==> src/rtl/core/hsc_pkg.sv <==
// Shared types, codes and position helpers for the Hamming SEC codec.
package hsc_pkg;

  localparam int POS_W  = 71;
  localparam int DATA_W = 64;
  localparam int SYN_W  = 7;

  localparam logic ACT_ENCODE = 1'b0;
  localparam logic ACT_DECODE = 1'b1;

  typedef logic [POS_W-1:0] cw_t;

  typedef struct packed {
    logic             action;
    logic [SYN_W-1:0] n;
    cw_t              cw;
  } front_t;

  typedef struct packed {
    logic             action;
    logic [SYN_W-1:0] n;
    logic [SYN_W-1:0] syn;
    cw_t              cw;
  } synd_t;

  typedef struct packed {
    logic              uncorrectable;
    logic              corrected;
    logic [SYN_W-1:0]  syndrome;
    logic [6:0]        result_high;
    logic [DATA_W-1:0] result_low;
  } result_t;

  function automatic logic is_pow2(input int v);
    return (v != 0) && ((v & (v - 1)) == 0);
  endfunction

  // Codeword length for a clamped data width k.
  function automatic logic [SYN_W-1:0] code_len(input logic [SYN_W-1:0] k);
    logic [SYN_W-1:0] l;
    if (k <= 7'd1) begin
      l = 7'd2;
    end else if (k <= 7'd4) begin
      l = 7'd3;
    end else if (k <= 7'd11) begin
      l = 7'd4;
    end else if (k <= 7'd26) begin
      l = 7'd5;
    end else if (k <= 7'd57) begin
      l = 7'd6;
    end else begin
      l = 7'd7;
    end
    return k + l;
  endfunction

  // Data bits go to the positions that are not powers of two, in order.
  function automatic cw_t scatter(input logic [DATA_W-1:0] data);
    cw_t res;
    int  d;
    res = '0;
    d   = 0;
    for (int i = 1; i <= POS_W; i++) begin
      if (!is_pow2(i)) begin
        res[i-1] = data[d[5:0]];
        d++;
      end
    end
    return res;
  endfunction

  function automatic logic [DATA_W-1:0] gather(input cw_t cw);
    logic [DATA_W-1:0] res;
    int                d;
    res = '0;
    d   = 0;
    for (int i = 1; i <= POS_W; i++) begin
      if (!is_pow2(i)) begin
        res[d[5:0]] = cw[i-1];
        d++;
      end
    end
    return res;
  endfunction

endpackage

==> src/rtl/core/hsc_frontend.sv <==
// First stage: clamps the width, places the word on codeword positions and masks beyond n.
module hsc_frontend #(
  parameter int MAX_DATA_BITS = 64
) (
  input  logic                     clk,
  input  logic                     rst_n,
  input  logic                     in_valid,
  output logic                     in_ready,
  input  logic                     in_action,
  input  hsc_pkg::cw_t             in_word,
  input  logic [hsc_pkg::SYN_W-1:0] data_bits,
  output logic                     out_valid,
  input  logic                     out_ready,
  output hsc_pkg::front_t          out_item
);

  localparam logic [hsc_pkg::SYN_W-1:0] KMAX = hsc_pkg::SYN_W'(MAX_DATA_BITS);

  logic                      valid_r;
  hsc_pkg::front_t           item_r;
  hsc_pkg::front_t           item_nxt;
  logic [hsc_pkg::SYN_W-1:0] k_eff;
  logic [hsc_pkg::SYN_W-1:0] n;
  hsc_pkg::cw_t              raw;
  hsc_pkg::cw_t              mask;

  always_comb begin
    if (data_bits == '0) begin
      k_eff = 7'd1;
    end else if (data_bits > KMAX) begin
      k_eff = KMAX;
    end else begin
      k_eff = data_bits;
    end
    n = hsc_pkg::code_len(k_eff);
    for (int i = 0; i < hsc_pkg::POS_W; i++) begin
      mask[i] = (7'(i + 1) <= n);
    end
    raw = (in_action == hsc_pkg::ACT_DECODE) ? in_word
        : hsc_pkg::scatter(in_word[hsc_pkg::DATA_W-1:0]);
    item_nxt.action = in_action;
    item_nxt.n      = n;
    item_nxt.cw     = raw & mask;
  end

  assign in_ready = !valid_r || out_ready;

  always_ff @(posedge clk) begin
    if (!rst_n) begin
      valid_r <= 1'b0;
    end else if (in_ready) begin
      valid_r <= in_valid;
    end
  end

  always_ff @(posedge clk) begin
    if (in_ready && in_valid) begin
      item_r <= item_nxt;
    end
  end

  assign out_valid = valid_r;
  assign out_item  = item_r;

endmodule

==> src/rtl/core/hsc_syndrome.sv <==
// Second stage: XOR trees over the masked codeword that form the parity checks.
module hsc_syndrome (
  input  logic            clk,
  input  logic            rst_n,
  input  logic            in_valid,
  output logic            in_ready,
  input  hsc_pkg::front_t in_item,
  output logic            out_valid,
  input  logic            out_ready,
  output hsc_pkg::synd_t  out_item
);

  logic           valid_r;
  hsc_pkg::synd_t item_r;
  hsc_pkg::synd_t item_nxt;
  hsc_pkg::cw_t   col;

  always_comb begin
    item_nxt.action = in_item.action;
    item_nxt.n      = in_item.n;
    item_nxt.cw     = in_item.cw;
    for (int j = 0; j < hsc_pkg::SYN_W; j++) begin
      for (int i = 0; i < hsc_pkg::POS_W; i++) begin
        col[i] = (((i + 1) >> j) & 1) != 0;
      end
      item_nxt.syn[j] = ^(in_item.cw & col);
    end
  end

  assign in_ready = !valid_r || out_ready;

  always_ff @(posedge clk) begin
    if (!rst_n) begin
      valid_r <= 1'b0;
    end else if (in_ready) begin
      valid_r <= in_valid;
    end
  end

  always_ff @(posedge clk) begin
    if (in_ready && in_valid) begin
      item_r <= item_nxt;
    end
  end

  assign out_valid = valid_r;
  assign out_item  = item_r;

endmodule

==> src/rtl/core/hsc_backend.sv <==
// Third stage: inserts parity bits or corrects and extracts data, then holds the result.
module hsc_backend (
  input  logic             clk,
  input  logic             rst_n,
  input  logic             in_valid,
  output logic             in_ready,
  input  hsc_pkg::synd_t   in_item,
  output logic             out_valid,
  input  logic             out_ready,
  output hsc_pkg::result_t out_item
);

  logic             valid_r;
  hsc_pkg::result_t item_r;
  hsc_pkg::result_t item_nxt;
  hsc_pkg::cw_t     enc_cw;
  hsc_pkg::cw_t     fix_cw;
  hsc_pkg::cw_t     flip;
  logic             in_range;

  always_comb begin
    enc_cw = in_item.cw;
    for (int j = 0; j < hsc_pkg::SYN_W; j++) begin
      enc_cw[(1 << j) - 1] = in_item.syn[j];
    end
    in_range = (in_item.syn != '0) && (in_item.syn <= in_item.n);
    flip     = '0;
    for (int i = 0; i < hsc_pkg::POS_W; i++) begin
      flip[i] = in_range && (in_item.syn == 7'(i + 1));
    end
    fix_cw = in_item.cw ^ flip;
    if (in_item.action == hsc_pkg::ACT_DECODE) begin
      item_nxt.result_low    = hsc_pkg::gather(fix_cw);
      item_nxt.result_high   = '0;
      item_nxt.syndrome      = in_item.syn;
      item_nxt.corrected     = in_range;
      item_nxt.uncorrectable = (in_item.syn > in_item.n);
    end else begin
      item_nxt.result_low    = enc_cw[hsc_pkg::DATA_W-1:0];
      item_nxt.result_high   = enc_cw[hsc_pkg::POS_W-1:hsc_pkg::DATA_W];
      item_nxt.syndrome      = '0;
      item_nxt.corrected     = 1'b0;
      item_nxt.uncorrectable = 1'b0;
    end
  end

  assign in_ready = !valid_r || out_ready;

  always_ff @(posedge clk) begin
    if (!rst_n) begin
      valid_r <= 1'b0;
    end else if (in_ready) begin
      valid_r <= in_valid;
    end
  end

  always_ff @(posedge clk) begin
    if (in_ready && in_valid) begin
      item_r <= item_nxt;
    end
  end

  assign out_valid = valid_r;
  assign out_item  = item_r;

endmodule

==> src/rtl/core/hamming_sec_codec_unit.sv <==
// Top level of the Hamming single-error-correcting codec with its width register.
//
// Items enter on the in_ stream: in_tuser selects encode (0) or decode (1), and
// in_tdata carries the data word or the packed codeword, position 1 in bit 0.
// Results leave on the out_ stream as one item per input item, in order.
// The cfg_ channel writes the data width k; it is always ready and should only
// be written while no item is in flight. Values of 0 act as 1 and values above
// MAX_DATA_BITS act as MAX_DATA_BITS.
// The datapath has three register stages: placement and masking, the parity
// check XOR trees, then correction, parity insertion and the output register.
// A result passes the frontend, syndrome and backend registers in turn before it is
// valid on out_. One item can be accepted in every cycle while out_tready is high,
// so sustained throughput is one item per cycle.
// When out_tready is low the stages fill up one by one and in_tready drops
// only once all three hold an item; nothing is dropped or repeated.
// Reset empties the pipeline and sets k to 8.
module hamming_sec_codec_unit #(
  parameter int MAX_DATA_BITS = 64
) (
  input  logic        clk,
  input  logic        rst_n,
  input  logic        in_tvalid,
  output logic        in_tready,
  input  logic [71:0] in_tdata,   // word_low[63:0], word_high[70:64], zero pad[71]
  input  logic        in_tuser,   // action
  output logic        out_tvalid,
  input  logic        out_tready,
  output logic [79:0] out_tdata,  // result_low, result_high, syndrome, corrected,
                                  // uncorrectable
  input  logic        cfg_valid,
  output logic        cfg_ready,
  input  logic [6:0]  cfg_data    // data_bits
);

  logic [hsc_pkg::SYN_W-1:0] data_bits_r;
  logic                      fe_valid;
  logic                      fe_ready;
  hsc_pkg::front_t           fe_item;
  logic                      sy_valid;
  logic                      sy_ready;
  hsc_pkg::synd_t            sy_item;
  hsc_pkg::result_t          res_item;

  assign cfg_ready = 1'b1;

  always_ff @(posedge clk) begin
    if (!rst_n) begin
      data_bits_r <= 7'd8;
    end else if (cfg_valid && cfg_ready) begin
      data_bits_r <= cfg_data;
    end
  end

  hsc_frontend #(
    .MAX_DATA_BITS(MAX_DATA_BITS)
  ) u_frontend (
    .clk       (clk),
    .rst_n     (rst_n),
    .in_valid  (in_tvalid),
    .in_ready  (in_tready),
    .in_action (in_tuser),
    .in_word   (in_tdata[hsc_pkg::POS_W-1:0]),
    .data_bits (data_bits_r),
    .out_valid (fe_valid),
    .out_ready (fe_ready),
    .out_item  (fe_item)
  );

  hsc_syndrome u_syndrome (
    .clk       (clk),
    .rst_n     (rst_n),
    .in_valid  (fe_valid),
    .in_ready  (fe_ready),
    .in_item   (fe_item),
    .out_valid (sy_valid),
    .out_ready (sy_ready),
    .out_item  (sy_item)
  );

  hsc_backend u_backend (
    .clk       (clk),
    .rst_n     (rst_n),
    .in_valid  (sy_valid),
    .in_ready  (sy_ready),
    .in_item   (sy_item),
    .out_valid (out_tvalid),
    .out_ready (out_tready),
    .out_item  (res_item)
  );

  assign out_tdata = res_item;

endmodule
==> config.mk <==
export PLATFORM = sky130hd
export DESIGN_NAME = hamming_sec_codec_unit
export DESIGN_NICKNAME = d
export VERILOG_FILES = /design/src/rtl/core/hsc_pkg.sv /design/src/rtl/core/hsc_frontend.sv /design/src/rtl/core/hsc_syndrome.sv /design/src/rtl/core/hsc_backend.sv /design/src/rtl/core/hamming_sec_codec_unit.sv
export SDC_FILE = /design/constraint.sdc
export NUM_CORES = 1
export LEC_CHECK = 0
export ABC_CLOCK_PERIOD_IN_PS = 7500
export BUFFER_PORTS_ARGS = -buffer_cell sky130_fd_sc_hd__buf_4
export CAP_MARGIN = 20
export CORE_ASPECT_RATIO = 1.2
export CORE_MARGIN = 2
export CORE_UTILIZATION = 50
export DETAILED_ROUTE_END_ITERATION = 7
export HOLD_SLACK_MARGIN = 0.05
export PLACE_DENSITY = 0.67
export SLEW_MARGIN = 10
export SYNTH_ARGS = -nofsm -noshare
export SYNTH_HDL_FRONTEND = slang
export SYNTH_HIERARCHICAL = 1
export SYNTH_SLANG_ARGS = --single-unit
==> constraint.sdc <==
create_clock -name clk -period 7.5 [get_ports clk]
set_input_delay 0 -clock clk [delete_from_list [all_inputs] [get_ports clk]]
set_output_delay 0 -clock clk [all_outputs]
set_load 0.02 [all_outputs]
* After elaboration in Yosys (flattened, before gate mapping)
Cells that the tools add are included.
** Word-level totals
- Flip-flop bits (word level) :: 255
- Input port bits :: 85
- Output and inout bits :: 83
- Logic and storage cells :: 834
** Operators by class
- $add $sub $neg :: 63
- Order comparisons :: 205
- Eq/ne operators :: 71
- Multiplexer cells :: 324
- Bitwise gates (word level) :: 2
- Reductions and logical operators :: 153
** Operators by type and width (count)
- $bwmux W64 :: 63
- $mux W64 :: 63
- $reduce_xor A71 Y1 :: 7
- $lt A6 B7 Y1 const B :: 63
- $demux W1 S6 :: 63
- $ge A6 B1 Y1 const B :: 63
- $mux W6 :: 63
- $add A6 B2 Y6 const B :: 62
- $eq A7 B6 Y1 const B :: 32
- $le A6 B7 Y1 const A :: 32
- $logic_and A1 B1 Y1 :: 138
- $eq A7 B5 Y1 const B :: 16
- $le A5 B7 Y1 const A :: 16
- $and A71 B71 Y71 :: 1
- $mux W71 :: 1
- $xor A71 B71 Y71 :: 1
- $mux W1 :: 65
- $eq A7 B4 Y1 const B :: 8
- $eq A7 B7 Y1 const B :: 8
- $le A4 B7 Y1 const A :: 8
- $le A7 B7 Y1 const A :: 8
- $eq A7 B3 Y1 const B :: 4
- $le A3 B7 Y1 const A :: 4
- $eq A7 B2 Y1 const B :: 2
- 19 further kinds :: 27

* Longest topological paths before layout
Gate-level depths: netlist of run 1.
- Depth after elaboration :: 131
- Gate-level depth with buffers :: 16

* Cells and area by module
Netlist of run 1, hierarchy kept.
** By module, submodules not included
- hsc_frontend :: times used 1, cells an instance 429, area each 4749.6 um2
- hsc_backend :: times used 1, cells an instance 462, area each 4538.1 um2
- hsc_syndrome :: times used 1, cells an instance 211, area each 3813.7 um2
- hamming_sec_codec_unit :: times used 1, cells an instance 24, area each 274.0 um2

* Least setup slack after synthesis of run 1
OpenSTA, ideal clock, no wires.
- Path kind :: register to register
- From :: register data_bits_r[3] (netlist bit)
- To :: register u_frontend.item_r (netlist bit u_frontend/out_item[41]), data pin
- Setup time :: 146 ps
- Arrival time :: 3233 ps
- Data required time :: 7354 ps
- Slack :: 4121 ps
- Stages on the path, launching flop included :: 16
- Buffers on the path :: 3
- Period minus slack after synthesis :: 3379 ps
- Cell sequence :: dfxtp_1 -> buf_2 -> clkbuf_1 -> nor3b_1 -> a21oi_1 -> a211o_1 -> ha_1 -> inv_1 -> fa_1 -> buf_2 -> nor2b_1 -> nor2_1 -> nand3_1 -> a31oi_1 -> a311oi_2 -> a21oi_1
** RTL lines
- from (decl) :: line hamming_sec_codec_unit.sv:35 : logic [hsc_pkg::SYN_W-1:0] data_bits_r;
- from (signal assigned) :: line hamming_sec_codec_unit.sv:50 : data_bits_r <= cfg_data;
- to (signal assigned) :: line hsc_frontend.sv:58 : item_r <= item_nxt;
- to (decl) :: line hsc_frontend.sv:20 : hsc_pkg::front_t item_r;

==> impl_metrics.json, run 1 <==
{
  "outcome": "finished clean",
  "final.setup.tns_ns": 0,
  "initial_core_util_pct": 50.43,
  "maxSlewHeadroom_pct": 28.16,
  "p_per_area_nw_per_um2": 255.3,
  "tightest_slew_ns": 1.078,
  "grt_pass1_vias": 9263,
  "die_h_um": 181.8,
  "wl_met3_um": 2083,
  "dr.max_layer_used": "met4",
  "hpwl_um": 26040,
  "grt_pass1_wl_um": 53270,
  "hold_end": "u_frontend/out_item[45]$_DFFE_PP_",
  "placementRows": 65,
  "viasPerCell": 5.638,
  "htree_levels": 1,
  "crit_top_cell": "a21oi_1",
  "cp_cell_sequence": "nor3b_1 -> a21oi_1 -> a211o_1 -> ha_1 -> inv_1 -> fa_1 -> nor2b_1 -> nor2_1 -> nand3_1 -> a31oi_1 -> a311oi_2 -> a21oi_1",
  "clock_path_buffers": 3,
  "worstSkewPairLatency_ns": 0.51,
  "cp.arrival_ns": 4.62,
  "worstSetupPathType": "register to register",
  "cts_tree": "built",
  "setup_viol_count_final": 0,
  "layout_commonest_cell": "edfxtp_1",
  "power.leakage_nw": 5.980,
  "fin_skew_ns": 0.007906,
  "drive_above_1_share_pct": 18.48,
  "reg2reg_from": "data_bits_r[3]$_SDFFE_PN1P_",
  "core_um2": 26110,
  "nets": 1463,
  "mostFrequentLayoutCells": "238 x edfxtp_1, 173 x buf_4, 110 x dlygate4sd3_1",
  "avgSynthCellArea_um2": 11.77,
  "rsz0062_at_grt": "false",
  "drt-initial-drc-count": 691,
  "finalNonFillerCells": 1720,
  "areaGrowthSynthToFinish_pct": 25.57,
  "worst-r2r-cell-count": 12,
  "drc_errors": 0,
  "port_buffers": 165,
  "hold_path_class": "primary input to register",
  "cp-start-kind": "register",
  "worstHoldPathCells": 3,
  "cp_slowest_stage_delay_ns": 0.73,
  "syn_inst": 1119,
  "reg2reg_to": "u_frontend/out_item[41]$_DFFE_PP_",
  "ant_nets": 0,
  "post-cts-setup-buffer-count": 0,
  "min_period_over_period_pct": 56.86,
  "cts_buffers": 24,
  "wire_per_inst_um": 20.22,
  "ctsHoldBuffers": 110,
  "place_congestion": 0.9430,
  "syn-num-nets": 1215,
  "maxCapViolations": 0,
  "syn_area_um2": 13170,
  "diodes": 0,
  "drt_first_pass_iters": 7,
  "critPathMaxFanout": 21,
  "max_freq_mhz": 234.5,
  "grt_usage_pct": 24.73,
  "ios": 168,
  "clk_pin_slew_ns": 0.06,
  "grt.overflow.total": 0,
  "required_ns": 7.86,
  "ys_warn_count": 6,
  "wl_met2_um": 16660,
  "antenna_found_initial": 0,
  "ir_worst_vdd_mv": 0.1264,
  "period_needed_ns": 4.264,
  "cts_root_buf": "clkbuf_16",
  "cp_slowest_cell": "dfxtp_1",
  "grt_max_degree": 119,
  "dieArea_um2": 27650,
  "crit_path_end_kind": "register",
  "hold_viol_final": 0,
  "wirelength_um": 34780,
  "die_x_um": 152.1,
  "hp-start": "in_tdata[39]",
  "reg2reg_slack_ns": 3.24,
  "vias": 9697,
  "placed_cells": 1564,
  "wl_met1_um": 14380,
  "clkSinkCount": 248,
  "ctsResizeCount": 0,
  "slew_violations": 0
}
-- worst max-delay path: cells and delay by family, from the launching register on --
kind                     cells  cell delay (ns)
AO/OA/AOI/OAI                5             1.14
AND/OR/NAND/NOR              4             1.25
buffers and inverters        1             0.09
adder cells (fa/ha/maj)      2             0.89
flip-flops                   1             0.73
-- per-layer routing --
| layer | global-route usage, % | vias up |
|---|---|---|
| li1 | - | 4655 |
| met1 | 32.38 | 4509 |
| met2 | 41.26 | 451 |
| met3 | 2.983 | 82 |
| met4 | 11.78 | 0 |
| met5 | 0 | - |
-- worst max-delay path by stage --
stage               slack, ns                   startpoint                           endpoint  depth (start not counted)
global placement         3.38  data_bits_r[3]$_SDFFE_PN1P_  u_frontend/out_item[41]$_DFFE_PP_                         12
detailed placement       3.31  data_bits_r[3]$_SDFFE_PN1P_  u_frontend/out_item[41]$_DFFE_PP_                         12
finish                   3.24  data_bits_r[3]$_SDFFE_PN1P_  u_frontend/out_item[41]$_DFFE_PP_                         12
floorplan                4.12  data_bits_r[3]$_SDFFE_PN1P_  u_frontend/out_item[41]$_DFFE_PP_                         15
global route             2.93  data_bits_r[3]$_SDFFE_PN1P_  u_frontend/out_item[41]$_DFFE_PP_                         12
CTS                      3.30  data_bits_r[3]$_SDFFE_PN1P_  u_frontend/out_item[41]$_DFFE_PP_                         12
-- registers in the layout, summed over array words and instances, names as in the netlist --
signal / flops
data_bits_r: 7
u_backend/out_item: 80
u_backend/out_valid: 1
u_frontend/out_item: 79
u_frontend/out_valid: 1
u_syndrome/out_item: 79
u_syndrome/out_valid: 1
-- through the flow --
| step | total power [mW] | instance area, um2 | hold WS, ns | worst slack [ns] | utilization (%) |
|---|---|---|---|---|---|
| final | 4.220 | 16530 | 0.07555 | 3.236 | 63.32 |
| after global routing | 4.388 | 16530 | 0.07083 | 2.927 | 63.32 |
| after CTS | 4.219 | 16500 | 0.05806 | 3.300 | 63.22 |
| after detailed placement | 2.915 | 14570 | 0.2101 | 3.309 | 55.82 |
| after global placement | 2.903 | 14570 | 0.2090 | 3.376 | 55.82 |
| after floorplan | 2.600 | 13170 | 0.06194 | 4.121 | - |
-- power breakdown --
group / switching [mW] / internal, mW / leakage, nW / total (mW)
clock: 0.495 / 0.758 / 0.396 / 1.25
sequential: 0.136 / 1.68 / 2.37 / 1.82
combinational: 0.641 / 0.509 / 3.21 / 1.15
-- final cells by class --
class / count / area (um2)
clock buffers: 31 / 658.1
clock inverters: 13 / 173.9
fillers: 2041 / 9575
inverters: 21 / 78.83
multi-input cells: 787 / 5431
flip-flops and latches: 248 / 7347
well taps: 335 / 419.2
repair buffers: 285 / 2422
Note: power is estimated with default switching activity, not from simulation.
==> run 2, diff against run 1 <==
ABC_AREA = 1   (was default)
ABC_CLOCK_PERIOD_IN_PS = 4000   (was 7500)
clock period = 4 ns   (was 7.5 ns; I/O delays follow)
==> run 2 against run 1 <==
Against the previous run:
- sequential share of layout area shrank 5.5 points
- fmax grew 14%
- first-iteration DRC count grew 49%
- global-route usage grew 2.1 points
- setup slack lost 3.0 ns
- count of clock-buffer cells in the layout grew 3
- combinational power grew 100%
- largest power group unchanged
- highest routed layer unchanged
==> impl_metrics.json, run 2 <==
{
  "cts_tree": "built",
  "clock_path_buffers": 3,
  "slew_violations": 0,
  "rsz0062_at_grt": "false",
  "antenna_found_initial": 0,
  "ys_warn_count": 6,
  "p_per_area_nw_per_um2": 424.1,
  "worstSetupPathType": "register to register",
  "place_congestion": 0.8995,
  "power.leakage_nw": 8.402,
  "clk_pin_slew_ns": 0.06,
  "hold_viol_final": 0,
  "wirelength_um": 42860,
  "cp.arrival_ns": 4.01,
  "diodes": 0,
  "syn_area_um2": 15420,
  "design_area_um2": 18860,
  "syn-num-nets": 1956,
  "grt_max_degree": 85,
  "nets": 2206,
  "largest_register_ffs": 80,
  "tightest_slew_ns": 0.9792,
  "layout_commonest_cell": "nand2_1",
  "ctsResizeCount": 0,
  "ctsHoldBuffers": 114,
  "cts_buffers": 25,
  "viasPerCell": 5.241,
  "core_um2": 30390,
  "min_period_over_period_pct": 93.11,
  "crit_path_end_kind": "register",
  "maxSlewHeadroom_pct": 34.72,
  "hpwl_um": 31980,
  "placed_area_um2": 16910,
  "ir_worst_vdd_mv": 0.2940,
  "avgSynthCellArea_um2": 8.292,
  "drc_errors": 0,
  "areaGrowthSynthToFinish_pct": 22.26,
  "cp-start-kind": "register",
  "grt.overflow.total": 0,
  "drt-initial-drc-count": 1027,
  "required_ns": 4.28,
  "grt_usage_pct": 26.87,
  "setup_viol_count_final": 0,
  "outcome": "finished clean",
  "dieArea_um2": 32270,
  "initial_core_util_pct": 50.75,
  "fin_skew_ns": 0.01274,
  "placementRows": 70,
  "vias": 13230,
  "critPathMaxFanout": 11,
  "maxCapViolations": 0,
  "htree_levels": 1,
  "syn_inst": 1860,
  "hold_path_class": "primary input to register",
  "n_fill_cell": 2663,
  "die_h_um": 196.4,
  "period_needed_ns": 3.725,
  "port_buffers": 165,
  "ant_nets": 0,
  "clkSinkCount": 248,
  "mostFrequentLayoutCells": "595 x nand2_1, 238 x edfxtp_1, 220 x inv_1",
  "die_x_um": 164.3,
  "grt_pass1_vias": 12640,
  "drt_first_pass_iters": 7,
  "ios": 168,
  "post-cts-setup-buffer-count": 0,
  "grt_pass1_wl_um": 67060,
  "final.setup.tns_ns": 0,
  "wire_per_inst_um": 16.98,
  "worstSkewPairLatency_ns": 0.54,
  "cts_root_buf": "clkbuf_16",
  "drive_above_1_share_pct": 15.51,
  "max_freq_mhz": 268.5
}
==> run 2: stage by stage <==
stage	hold slack, ns	power, mW	utilization (%)	setup slack (ns)	cells
floorplan	0.08410	4.925	-	0.6046	1860
global placement	0.2129	5.539	55.65	0.4291	2365
detailed placement	0.2243	5.595	55.65	0.3565	2365
CTS	0.05036	8.023	62.05	0.3392	2524
global route	0.09700	8.410	62.05	0.03516	2524
finish	0.07924	7.998	62.05	0.2754	2524
==> run 2: final timing paths <==
kind | startpoint | endpoint | slack [ns] | cells after the start
worst max-delay path | data_bits_r[3]$_SDFFE_PN1P_ | u_frontend/out_item[10]$_DFFE_PP_ | 0.28 | 20
worst min-delay path | in_tdata[66] | u_frontend/out_item[66]$_DFFE_PP_ | 0.08 | 3
worst min register to register | u_frontend/out_item[74]$_DFFE_PP_ | u_syndrome/out_item[81]$_DFFE_PP_ | 0.42 | 0
worst max register to register | data_bits_r[3]$_SDFFE_PN1P_ | u_frontend/out_item[10]$_DFFE_PP_ | 0.28 | 20
==> run 2: routing by layer <==
layer | vias up | GRT usage, % | wire, um
met5 | - | 0 | 0
met4 | 0 | 11.63 | 1892
met3 | 97 | 2.694 | 2433
met2 | 517 | 45.19 | 20570
met1 | 6056 | 35.27 | 17970
li1 | 6558 | - | -
==> run 2: layout make-up <==
cell class,count,area (um2),share of cell area [%]
inverters,234,883.3,4.685
clock buffers,34,669.4,3.550
clock inverters,11,133.9,0.7100
flip-flops and latches,248,7347,38.96
repair buffers,296,2545,13.50
well taps,396,495.5,2.628
multi-input cells,1305,6783,35.97
==> run 2: critical path, cell delays in order (launching register included) <==
cell	delay, ns
dfxtp_1	0.59
inv_2	0.13
nand2_1	0.09
nor2_1	0.05
nand2_1	0.07
nand2_1	0.07
o21ai_0	0.16
nand3_1	0.14
a21oi_1	0.18
ha_1	0.18
inv_1	0.06
fa_1	0.39
inv_1	0.07
nand2_1	0.05
and2_1	0.22
inv_1	0.27
nand2_1	0.15
inv_1	0.32
nand3_1	0.13
nand3_1	0.11
inv_1	0.06
==> run 2: report_power, final <==
part / internal (mW) / switching, mW / total, mW
combinational: 0.821 / 1.51 / 2.34
clock: 1.36 / 0.969 / 2.33
sequential: 3.11 / 0.222 / 3.33
total: 5.29 / 2.71 / 8.00
